`src/design/itsch_pkg.sv`:
```
package itsch_pkg;

  localparam int MAX_TASKS_DEF = 16;

  localparam int KIND_W   = 3;
  localparam int STATUS_W = 3;
  localparam int ID_W     = 16;
  localparam int TIME_W   = 32;

  // item kinds
  localparam logic [KIND_W-1:0] KIND_ADD    = 3'd0;
  localparam logic [KIND_W-1:0] KIND_DELETE = 3'd1;
  localparam logic [KIND_W-1:0] KIND_TICK   = 3'd2;
  localparam logic [KIND_W-1:0] KIND_YIELD  = 3'd3;
  localparam logic [KIND_W-1:0] KIND_RESUME = 3'd4;

  // result status codes
  localparam logic [STATUS_W-1:0] ST_ADDED    = 3'd0;
  localparam logic [STATUS_W-1:0] ST_FULL     = 3'd1;
  localparam logic [STATUS_W-1:0] ST_DELETED  = 3'd2;
  localparam logic [STATUS_W-1:0] ST_NOTFOUND = 3'd3;
  localparam logic [STATUS_W-1:0] ST_FIRED    = 3'd4;
  localparam logic [STATUS_W-1:0] ST_NONEDUE  = 3'd5;
  localparam logic [STATUS_W-1:0] ST_YIELDSET = 3'd6;
  localparam logic [STATUS_W-1:0] ST_RESUMED  = 3'd7;

  typedef struct packed {
    logic [ID_W-1:0]   id;
    logic [TIME_W-1:0] interval;
    logic [TIME_W-1:0] last_run;
  } entry_t;

  typedef enum logic [2:0] {
    S_IDLE,
    S_ADD,
    S_FIND,
    S_SHIFT,
    S_MOD,
    S_WALK,
    S_FIN,
    S_REPLY
  } state_t;

endpackage

```
`src/design/itsch_ram.sv`:
```
module itsch_ram #(
  parameter int WIDTH = 8,
  parameter int DEPTH = 16,
  localparam int ADDR_W = (DEPTH > 1) ? $clog2(DEPTH) : 1
) (
  input  logic              clk,
  input  logic              we,
  input  logic [ADDR_W-1:0] waddr,
  input  logic [WIDTH-1:0]  wdata,
  input  logic              re,
  input  logic [ADDR_W-1:0] raddr,
  output logic [WIDTH-1:0]  rdata
);

  logic [WIDTH-1:0] mem [DEPTH];

  always_ff @(posedge clk) begin
    if (we) begin
      mem[waddr] <= wdata;
    end
    // read data holds while re is low
    if (re) begin
      rdata <= mem[raddr];
    end
  end

endmodule

```
`src/design/interval_task_scheduler.sv`:
```
// interval task scheduler: a table of up to MAX_TASKS periodic tasks
//
// input channel (in_valid/in_ready) carries one beat per command: kind,
// task_id, interval and now. output channel (out_valid/out_ready) carries
// result beats: status, result_id and last, where last marks the final
// beat caused by one command. unknown kinds are taken and dropped.
//
// one command at a time, in_ready high only while idle. an add, or a tick
// on an empty table, registers its beat in S_ADD or S_REPLY once the
// result register is free. delete, yield and resume scan the task memory
// one entry a cycle, and the beat is registered from S_REPLY; a delete
// that hits first compacts the table, one entry moved a cycle. a tick
// reduces the round-robin start by repeated subtraction of task_count in
// S_MOD, needed only after deletes, then walks the table one entry a cycle
// while the result register is not stuck, stopping after a due task whose
// yield flag is set. the task memory has a registered read.
// reset clears the task count, the start pointer, the id counter and all
// yield flags; the task memory needs no clearing. a stalled receiver holds
// the result register and the walk waits on it; nothing is dropped.
module interval_task_scheduler #(
  parameter int MAX_TASKS = itsch_pkg::MAX_TASKS_DEF
) (
  input  logic                           clk,
  input  logic                           rst,
  input  logic                           in_valid,
  output logic                           in_ready,
  input  logic [itsch_pkg::KIND_W-1:0]   kind,
  input  logic [itsch_pkg::ID_W-1:0]     task_id,
  input  logic [itsch_pkg::TIME_W-1:0]   interval,
  input  logic [itsch_pkg::TIME_W-1:0]   now,
  output logic                           out_valid,
  input  logic                           out_ready,
  output logic [itsch_pkg::STATUS_W-1:0] status,
  output logic [itsch_pkg::ID_W-1:0]     result_id,
  output logic                           last
);

  localparam int IDX_W = (MAX_TASKS > 1) ? $clog2(MAX_TASKS) : 1;
  localparam int CNT_W = $clog2(MAX_TASKS + 1);
  localparam int ENTRY_W = $bits(itsch_pkg::entry_t);

  // control state
  itsch_pkg::state_t state, state_next;
  logic [CNT_W-1:0]     task_count, task_count_next;
  logic [IDX_W-1:0]     start_index, start_index_next;
  logic [itsch_pkg::ID_W-1:0] id_counter, id_counter_next;
  logic [MAX_TASKS-1:0] yield_flag, yield_flag_next;
  logic                 pend, pend_next;
  logic                 held_valid, held_valid_next;

  // working registers
  logic [CNT_W-1:0] cnt, cnt_next;
  logic [IDX_W-1:0] rp, rp_next;
  logic [IDX_W-1:0] chk, chk_next;
  logic [IDX_W-1:0] wp, wp_next;
  logic [itsch_pkg::ID_W-1:0]     held_id, held_id_next;
  logic [itsch_pkg::STATUS_W-1:0] rep_status, rep_status_next;
  logic [itsch_pkg::ID_W-1:0]     rep_id, rep_id_next;
  logic [itsch_pkg::KIND_W-1:0]   cur_kind, cur_kind_next;
  logic [itsch_pkg::ID_W-1:0]     cur_tid, cur_tid_next;
  logic [itsch_pkg::TIME_W-1:0]   cur_ival, cur_ival_next;
  logic [itsch_pkg::TIME_W-1:0]   cur_now, cur_now_next;

  // task memory port
  logic                 ram_we, ram_re;
  logic [IDX_W-1:0]     ram_waddr, ram_raddr;
  itsch_pkg::entry_t    ram_wdata, ram_q;

  // result beat request
  logic                           emit;
  logic [itsch_pkg::STATUS_W-1:0] emit_status;
  logic [itsch_pkg::ID_W-1:0]     emit_id;
  logic                           emit_last;
  logic                           out_free;

  // walk helpers
  logic                 full, match, due, hit, stall, stop;
  logic [MAX_TASKS-1:0] yield_shift;
  logic [IDX_W-1:0]     s_adj;

  assign out_free = !out_valid || out_ready;
  assign full = (task_count == CNT_W'(MAX_TASKS));
  assign yield_shift = yield_flag >> 1;

  // next position in round-robin order over n live entries
  function automatic logic [IDX_W-1:0] wrap_inc(input logic [IDX_W-1:0] x,
                                                input logic [CNT_W-1:0] n);
    logic [CNT_W-1:0] xp;
    xp = CNT_W'(x) + CNT_W'(1);
    return (xp == n) ? '0 : x + IDX_W'(1);
  endfunction

  itsch_ram #(
    .WIDTH (ENTRY_W),
    .DEPTH (MAX_TASKS)
  ) u_task_mem (
    .clk   (clk),
    .we    (ram_we),
    .waddr (ram_waddr),
    .wdata (ram_wdata),
    .re    (ram_re),
    .raddr (ram_raddr),
    .rdata (ram_q)
  );

  // id compare for delete, yield and resume; resume wants the flag set
  assign match = pend && (ram_q.id == cur_tid) &&
                 ((cur_kind != itsch_pkg::KIND_RESUME) || yield_flag[chk]);
  // wrapping elapsed time against the period
  assign due   = (cur_now - ram_q.last_run) >= ram_q.interval;
  assign hit   = pend && due;
  // a second fired task cannot go out while the result register is stuck
  assign stall = hit && held_valid && !out_free;
  assign stop  = hit && yield_flag[chk];
  assign s_adj = yield_flag[start_index] ? wrap_inc(start_index, task_count)
                                         : start_index;

  always_comb begin
    state_next       = state;
    task_count_next  = task_count;
    start_index_next = start_index;
    id_counter_next  = id_counter;
    yield_flag_next  = yield_flag;
    pend_next        = pend;
    held_valid_next  = held_valid;
    cnt_next         = cnt;
    rp_next          = rp;
    chk_next         = chk;
    wp_next          = wp;
    held_id_next     = held_id;
    rep_status_next  = rep_status;
    rep_id_next      = rep_id;
    cur_kind_next    = cur_kind;
    cur_tid_next     = cur_tid;
    cur_ival_next    = cur_ival;
    cur_now_next     = cur_now;
    ram_we           = 1'b0;
    ram_waddr        = '0;
    ram_wdata        = ram_q;
    ram_re           = 1'b0;
    ram_raddr        = '0;
    emit             = 1'b0;
    emit_status      = rep_status;
    emit_id          = '0;
    emit_last        = 1'b1;
    in_ready         = 1'b0;

    case (state)
      itsch_pkg::S_IDLE: begin
        in_ready = 1'b1;
        if (in_valid) begin
          cur_kind_next = kind;
          cur_tid_next  = task_id;
          cur_ival_next = interval;
          cur_now_next  = now;
          case (kind)
            itsch_pkg::KIND_ADD: begin
              state_next = itsch_pkg::S_ADD;
            end
            itsch_pkg::KIND_DELETE, itsch_pkg::KIND_YIELD, itsch_pkg::KIND_RESUME: begin
              cnt_next   = '0;
              pend_next  = 1'b0;
              state_next = itsch_pkg::S_FIND;
            end
            itsch_pkg::KIND_TICK: begin
              if (task_count == '0) begin
                rep_status_next = itsch_pkg::ST_NONEDUE;
                rep_id_next     = '0;
                state_next      = itsch_pkg::S_REPLY;
              end else begin
                state_next = itsch_pkg::S_MOD;
              end
            end
            default: begin
              state_next = itsch_pkg::S_IDLE;
            end
          endcase
        end
      end

      itsch_pkg::S_ADD: begin
        emit = 1'b1;
        if (full) begin
          emit_status = itsch_pkg::ST_FULL;
          emit_id     = '0;
        end else begin
          emit_status = itsch_pkg::ST_ADDED;
          emit_id     = id_counter + itsch_pkg::ID_W'(1);
        end
        if (out_free) begin
          if (!full) begin
            ram_we             = 1'b1;
            ram_waddr          = task_count[IDX_W-1:0];
            ram_wdata.id       = id_counter + itsch_pkg::ID_W'(1);
            ram_wdata.interval = cur_ival;
            ram_wdata.last_run = cur_now;
            id_counter_next    = id_counter + itsch_pkg::ID_W'(1);
            task_count_next    = task_count + CNT_W'(1);
          end
          state_next = itsch_pkg::S_IDLE;
        end
      end

      itsch_pkg::S_FIND: begin
        if (match) begin
          case (cur_kind)
            itsch_pkg::KIND_DELETE: begin
              // flags above the hole move down, the vacated top clears
              for (int i = 0; i < MAX_TASKS; i++) begin
                if (i >= int'(chk)) begin
                  yield_flag_next[i] = (i + 1 < int'(task_count)) ? yield_shift[i] : 1'b0;
                end
              end
              cnt_next   = CNT_W'(chk) + CNT_W'(1);
              wp_next    = chk;
              pend_next  = 1'b0;
              state_next = itsch_pkg::S_SHIFT;
            end
            itsch_pkg::KIND_YIELD: begin
              yield_flag_next[chk] = 1'b1;
              rep_status_next      = itsch_pkg::ST_YIELDSET;
              rep_id_next          = '0;
              state_next           = itsch_pkg::S_REPLY;
            end
            default: begin
              yield_flag_next[chk] = 1'b0;
              rep_status_next      = itsch_pkg::ST_RESUMED;
              rep_id_next          = ram_q.id;
              state_next           = itsch_pkg::S_REPLY;
            end
          endcase
        end else if (cnt < task_count) begin
          ram_re    = 1'b1;
          ram_raddr = cnt[IDX_W-1:0];
          chk_next  = cnt[IDX_W-1:0];
          cnt_next  = cnt + CNT_W'(1);
          pend_next = 1'b1;
        end else begin
          pend_next = 1'b0;
          if (!pend) begin
            rep_status_next = itsch_pkg::ST_NOTFOUND;
            rep_id_next     = '0;
            state_next      = itsch_pkg::S_REPLY;
          end
        end
      end

      itsch_pkg::S_SHIFT: begin
        // read entry k+1 one cycle, write it to entry k the next
        if (pend) begin
          ram_we    = 1'b1;
          ram_waddr = wp;
          ram_wdata = ram_q;
          wp_next   = wp + IDX_W'(1);
        end
        if (cnt < task_count) begin
          ram_re    = 1'b1;
          ram_raddr = cnt[IDX_W-1:0];
          cnt_next  = cnt + CNT_W'(1);
          pend_next = 1'b1;
        end else begin
          pend_next = 1'b0;
          if (!pend) begin
            task_count_next = task_count - CNT_W'(1);
            rep_status_next = itsch_pkg::ST_DELETED;
            rep_id_next     = '0;
            state_next      = itsch_pkg::S_REPLY;
          end
        end
      end

      itsch_pkg::S_MOD: begin
        // start pointer may sit past the table after deletes
        if (CNT_W'(start_index) >= task_count) begin
          start_index_next = start_index - IDX_W'(task_count);
        end else begin
          start_index_next = s_adj;
          rp_next          = s_adj;
          cnt_next         = '0;
          pend_next        = 1'b0;
          held_valid_next  = 1'b0;
          state_next       = itsch_pkg::S_WALK;
        end
      end

      itsch_pkg::S_WALK: begin
        if (!stall) begin
          if (hit) begin
            ram_we             = 1'b1;
            ram_waddr          = chk;
            ram_wdata.id       = ram_q.id;
            ram_wdata.interval = ram_q.interval;
            ram_wdata.last_run = cur_now;
            // previous fired task is known not to be the final one
            if (held_valid) begin
              emit        = 1'b1;
              emit_status = itsch_pkg::ST_FIRED;
              emit_id     = held_id;
              emit_last   = 1'b0;
            end
            held_valid_next = 1'b1;
            held_id_next    = ram_q.id;
            if (yield_flag[chk]) begin
              start_index_next = wrap_inc(chk, task_count);
              state_next       = itsch_pkg::S_FIN;
            end
          end
          if (!stop && (cnt < task_count)) begin
            ram_re    = 1'b1;
            ram_raddr = rp;
            chk_next  = rp;
            rp_next   = wrap_inc(rp, task_count);
            cnt_next  = cnt + CNT_W'(1);
            pend_next = 1'b1;
          end else begin
            pend_next = 1'b0;
            if (!pend) begin
              state_next = itsch_pkg::S_FIN;
            end
          end
        end
      end

      itsch_pkg::S_FIN: begin
        emit = 1'b1;
        if (held_valid) begin
          emit_status = itsch_pkg::ST_FIRED;
          emit_id     = held_id;
        end else begin
          emit_status = itsch_pkg::ST_NONEDUE;
          emit_id     = '0;
        end
        if (out_free) begin
          held_valid_next = 1'b0;
          state_next      = itsch_pkg::S_IDLE;
        end
      end

      itsch_pkg::S_REPLY: begin
        emit        = 1'b1;
        emit_status = rep_status;
        emit_id     = rep_id;
        if (out_free) begin
          state_next = itsch_pkg::S_IDLE;
        end
      end

      default: begin
        state_next = itsch_pkg::S_IDLE;
      end
    endcase
  end

  always_ff @(posedge clk) begin
    if (rst) begin
      state       <= itsch_pkg::S_IDLE;
      task_count  <= '0;
      start_index <= '0;
      id_counter  <= '0;
      yield_flag  <= '0;
      pend        <= 1'b0;
      held_valid  <= 1'b0;
    end else begin
      state       <= state_next;
      task_count  <= task_count_next;
      start_index <= start_index_next;
      id_counter  <= id_counter_next;
      yield_flag  <= yield_flag_next;
      pend        <= pend_next;
      held_valid  <= held_valid_next;
    end
  end

  always_ff @(posedge clk) begin
    cnt        <= cnt_next;
    rp         <= rp_next;
    chk        <= chk_next;
    wp         <= wp_next;
    held_id    <= held_id_next;
    rep_status <= rep_status_next;
    rep_id     <= rep_id_next;
    cur_kind   <= cur_kind_next;
    cur_tid    <= cur_tid_next;
    cur_ival   <= cur_ival_next;
    cur_now    <= cur_now_next;
  end

  // result register
  always_ff @(posedge clk) begin
    if (rst) begin
      out_valid <= 1'b0;
    end else if (emit && out_free) begin
      out_valid <= 1'b1;
    end else if (out_ready) begin
      out_valid <= 1'b0;
    end
  end

  always_ff @(posedge clk) begin
    if (emit && out_free) begin
      status    <= emit_status;
      result_id <= emit_id;
      last      <= emit_last;
    end
  end

`ifndef SYNTHESIS
  // table never overflows
  a_count_bound: assert property (@(posedge clk) disable iff (rst)
    task_count <= CNT_W'(MAX_TASKS))
    else $error("task count beyond table size");

  // no yield flag survives above the live entries
  a_yield_live: assert property (@(posedge clk) disable iff (rst)
    (yield_flag >> task_count) == '0)
    else $error("yield flag set on an unused entry");

  // a write-back never lands on the entry being fetched
  a_no_overlap: assert property (@(posedge clk) disable iff (rst)
    (ram_we && ram_re) |-> (ram_waddr != ram_raddr))
    else $error("task memory read and write collide");

  // round-robin start is inside the table when a tick completes
  a_start_live: assert property (@(posedge clk) disable iff (rst)
    (state == itsch_pkg::S_FIN) |-> (CNT_W'(start_index) < task_count))
    else $error("start pointer outside the table after a tick");

  // a result beat only leaves the walk when the register can take it
  a_emit_room: assert property (@(posedge clk) disable iff (rst)
    (state == itsch_pkg::S_WALK && emit) |-> out_free)
    else $error("fired result issued into a full result register");
`endif

endmodule
```
`config.mk`:
```
export PLATFORM = sky130hd
export DESIGN_NAME = interval_task_scheduler
export DESIGN_NICKNAME = d
export VERILOG_FILES = /design/src/design/itsch_pkg.sv /design/src/design/itsch_ram.sv /design/src/design/interval_task_scheduler.sv
export SDC_FILE = /design/constraint.sdc
export NUM_CORES = 2
export LEC_CHECK = 0
export BUFFER_PORTS_ARGS = -buffer_cell sky130_fd_sc_hd__buf_2
export CAP_MARGIN = 20
export CORE_ASPECT_RATIO = 1.5
export CORE_UTILIZATION = 63
export CTS_CLUSTER_DIAMETER = 50
export CTS_CLUSTER_SIZE = 16
export DETAILED_ROUTE_END_ITERATION = 10
export GPL_TIMING_DRIVEN = 0
export HOLD_SLACK_MARGIN = 0.06
export PLACE_DENSITY = 0.84
export SLEW_MARGIN = 20
export SYNTH_ARGS = -nofsm -noshare
export SYNTH_HDL_FRONTEND = slang
export SYNTH_HIERARCHICAL = 1
export SYNTH_SLANG_ARGS = --single-unit
```
`constraint.sdc`:
```
create_clock -name clk -period 15.9 [get_ports clk]
set_input_delay 1.59 -clock clk [delete_from_list [all_inputs] [get_ports clk]]
set_output_delay 1.59 -clock clk [all_outputs]
set_load 0.005 [all_outputs]
```
==> results by group <==
Clock tree
  – Total CTS buffers: 118
  – TritonCTS clock tree: done
  – H-tree depth: 3
  – Hold-fix buffers at CTS: 0
  – Cts repair resizes: 0
  – Clk_lat worst skew: 770 ps
  – Post-CTS Repair Setup Buffers: 0
  – Clock Tree Buf Depth: 3
  – Clock transition at path regs: about 70 ps
  – Root Driver: clkbuf_16
  – Num Clock Sinks: about 1600

Synthesis
  – Synth Register Bits: 1562
  – Synthesized Nets: approximately 3600
  – Leading post-synthesis cells by cell area: edfxtp_1 (71%), mux4_2 (12%), a22oi_1 (1.9%), ha_1 (1.7%), dfxtp_1 (1.5%)
  – Synth top area share: 0.714
  – Post-synth EDFFs: approximately 1500
  – Synth Cell Area: roughly 64000 um2
  – Seq/Total Area, Yosys: 0.729
  – Number of distinct library cells after synthesis: 89
  – Post-Synthesis Cells: 3469
  – Synth warnings: 6
  – Predominant post-synthesis flop cell: edfxtp_1
  – Largest area contributor in the netlist: edfxtp_1
  – FFs w/ async S/R, synth: 0
  – Post-synthesis area per instance: 18.4 um2

Setup path
  – Slowest stage delay, CP: 780 ps
  – Reg2reg path depth: 30
  – CP most frequent cell: buf_4
  – Reg2Reg Setup Slack: 6660 ps
  – Arrival @ worst endpoint: 9680 ps
  – Crit-path max FO: 10
  – Crit start category: flip-flop
  – CP Capture Type: flip-flop
  – R2R Path End: u_task_mem/mem[12][10]$_DFFE_PP_
  – Setup CP Type: flip-flop to flip-flop
  – Worst EP required: 16340 ps
  – CP Launch Point: cur_now[0]$_DFFE_PP_
  – CP Capture Point: u_task_mem/mem[12][10]$_DFFE_PP_
  – Critical path's slowest cell: nor3_2
  – Worst reg2reg startpoint: cur_now[0]$_DFFE_PP_

Placement
  – RePlAce Congestion: 0.970
  – Detailed placer's ending HPWL: ~110000 um
  – Number of port buffers: about 110
  – DP Worst Slack: 7290 ps

Timing
  – Crit share post-route: 0.581
  – Final TNS setup: 0 ps
  – Worst setup margin: 6660 ps
  – Max-slew headroom: 0.201
  – Fin. Hold Viols: 0
  – Setup Skew: slightly below 40 ps
  – RSZ-0062 raised after global routing: false
  – Tmin final: 9240 ps
  – Worst-Margin Slew: 1200 ps
  – Final setup viols: 0
  – FMAX: 0.108 GHz
  – Slew Viols, Final: 0

Floorplan
  – Die Span Y: 391 um
  – I/O pin cnt: 109
  – CORE AREA: 100000 um2
  – Row cnt: 142
  – Die Wd: 262 um
  – Starting density of the core: 0.637
  – Die Area: 102000 um2

Detailed routing
  – Avg Vias per Cell: 7.25
  – Initial drt markers: 5287
  – Final WL: 181000 um
  – Met3 WL post-DR: 19400 um
  – Met2 WL: 90600 um
  – DR vias: 37436
  – Uppermost layer routed: met5
  – WL/cell: 35.0 um
  – DRC violations left: 0
  – Metal-1 WL: 56200 um
  – Routed Antenna Nets: 0
  – Drt first pass iters: 6

Global route
  – First-pass GRT wire length: 256000 um
  – Initial antenna violation count: 4
  – Pin count of the biggest net entering global routing: 37
  – GRT Total Usage: 0.359
  – Grt total ovfl: 0
  – Vias in the first global route: 37852

Flow run
  – Max Cap Viol: 0

Pwr
  – Final Power: 0.0107 W
  – Leakage power: 23.0 nW
  – Pwr per Cell Area: 150 nW/um2
  – Peak VDD IR: 0.119 mV

Worst hold path
  – HP Class: flip-flop to flip-flop
  – Min-delay src: id_counter[8]$_SDFFE_PP0P_

Finish
  – Nets: 3984
  – Syn-to-layout area delta: 11.9%
  – Layout cells sized above 1: 0.217

Run status
  – Status: complete, no violations
[cell usage in the layout, fill, tap and decap left out, types with 22 or more instances in the layout]
cell type / n
edfxtp_1: 1515
mux4_2: 328
nand2_1: 237
a22oi_1: 163
buf_2: 140
clkbuf_16: 119
clkbuf_1: 118
a21oi_1: 102
nor2_1: 101
inv_1: 87
ha_1: 84
o21ai_0: 63
nand3_1: 51
xnor2_1: 51
buf_4: 49
dfxtp_1: 47
xor2_1: 36
o21ai_1: 33
mux2_2: 30
buf_12: 30
buf_16: 29
buf_1: 28
buf_6: 25
a22o_1: 22
[how the worst min path moves through the flow]
stage                                            end  cells after the start
after floorplan           id_counter[1]$_SDFFE_PP0P_                      2
after global placement    id_counter[1]$_SDFFE_PP0P_                      2
after detailed placement  id_counter[1]$_SDFFE_PP0P_                      2
after CTS                 id_counter[1]$_SDFFE_PP0P_                      2
after global routing      id_counter[1]$_SDFFE_PP0P_                      2
final                     id_counter[8]$_SDFFE_PP0P_                      2
[logic make-up after synthesis]
| logic type | synth area share |
|---|---|
| buf+inv | 0.0189 |
| simple gates | 0.0391 |
| mux | 0.125 |
| compound gates | 0.0585 |
| xor+xnor | 0.0120 |
| flops | 0.729 |
| fa+ha+maj | 0.0171 |
[metrics by stage]
step	utilization	cell area (um2)	cells	hold WS, ps
4_1_cts	0.712	71300	5164	483
3_5_place_dp	0.678	67800	4987	472
2_1_floorplan	-	63700	3469	449
5_1_grt	0.713	71300	5164	490
6_report	0.713	71300	5165	484
3_3_place_gp	0.658	65800	4873	466
[registers in the layout, summed over array words and instances, names as in the netlist, 3 cells and up]
register          cells
chk                   4
held_id              16
state                 3
start_index           4
yield_flag           16
status                3
rep_id               16
id_counter           16
cur_ival             32
rp                    4
cur_now              32
u_task_mem/mem     1280
cur_tid              16
rep_status            3
cnt                   5
task_count            5
cur_kind              3
result_id            16
wp                    4
u_task_mem/rdata     80
[synthesized netlist by cell type, types with 5 or more instances]
master and instances:
nand3_1 51, edfxtp_1 1515, a31oi_1 9, o22ai_1 9
o21a_1 5, nand4_1 13, a21o_1 20, a221o_1 15
a22o_1 22, mux2i_1 21, xor2_1 36, nor3_1 23
or3_1 8, mux4_2 328, o21bai_1 8, o21ai_0 102
buf_6 15, nor4_1 5, nor2_1 116, dfxtp_1 47
nor2b_1 21, a32oi_1 6, a22oi_1 163, ha_1 84
o221ai_1 6, inv_1 87, o211ai_1 11, a21oi_1 102
a21boi_0 5, nand2b_1 21, clkbuf_1 95, a211oi_1 13
mux2_2 30, buf_1 28, nand2_1 237, o31ai_1 6
buf_2 32, buf_4 6, and2_1 6, xnor2_1 51
and3_1 15
[per-layer routing]
layer / vias up / track usage
met2: 3239 / 0.597
met3: 785 / 0.0706
li1: 14674 / -
met5: - / 0
met1: 18730 / 0.420
met4: 8 / 0.244
[layout make-up]
type                            instances  area (um2)
Multi-Input combinational cell       1637       16200
Inverter                               93         352
Antenna cell                            1        2.50
Buffer                                177         851
Tap cell                             1296        1620
Timing Repair Buffer                  222        2400
Clock buffer                          143        3080
Fill cell                            5665       28700
Clock inverter                         34         334
Sequential cell                      1562       46400
[where the power goes]
part | internal [W] | leakage [nW] | switching [W]
Sequential | 0.00516 | 14.1 | 0.000150
Combinational | 0.000862 | 7.29 | 0.00170
Clock | 0.00141 | 1.66 | 0.00140
Total | 0.00743 | 23.0 | 0.00325
[worst max-delay path, delay by kind of cell (launching register included)]
family | cells | cell delay (ps)
DFF | 1 | 480
AOI/OAI and AO/OA | 9 | 2260
xor gates and xnor gates | 1 | 160
adders and majority gates | 3 | 940
and+or+nand+nor | 9 | 3260
buffers and inverters | 8 | 1790
Note: power is estimated with default switching activity, not from simulation.
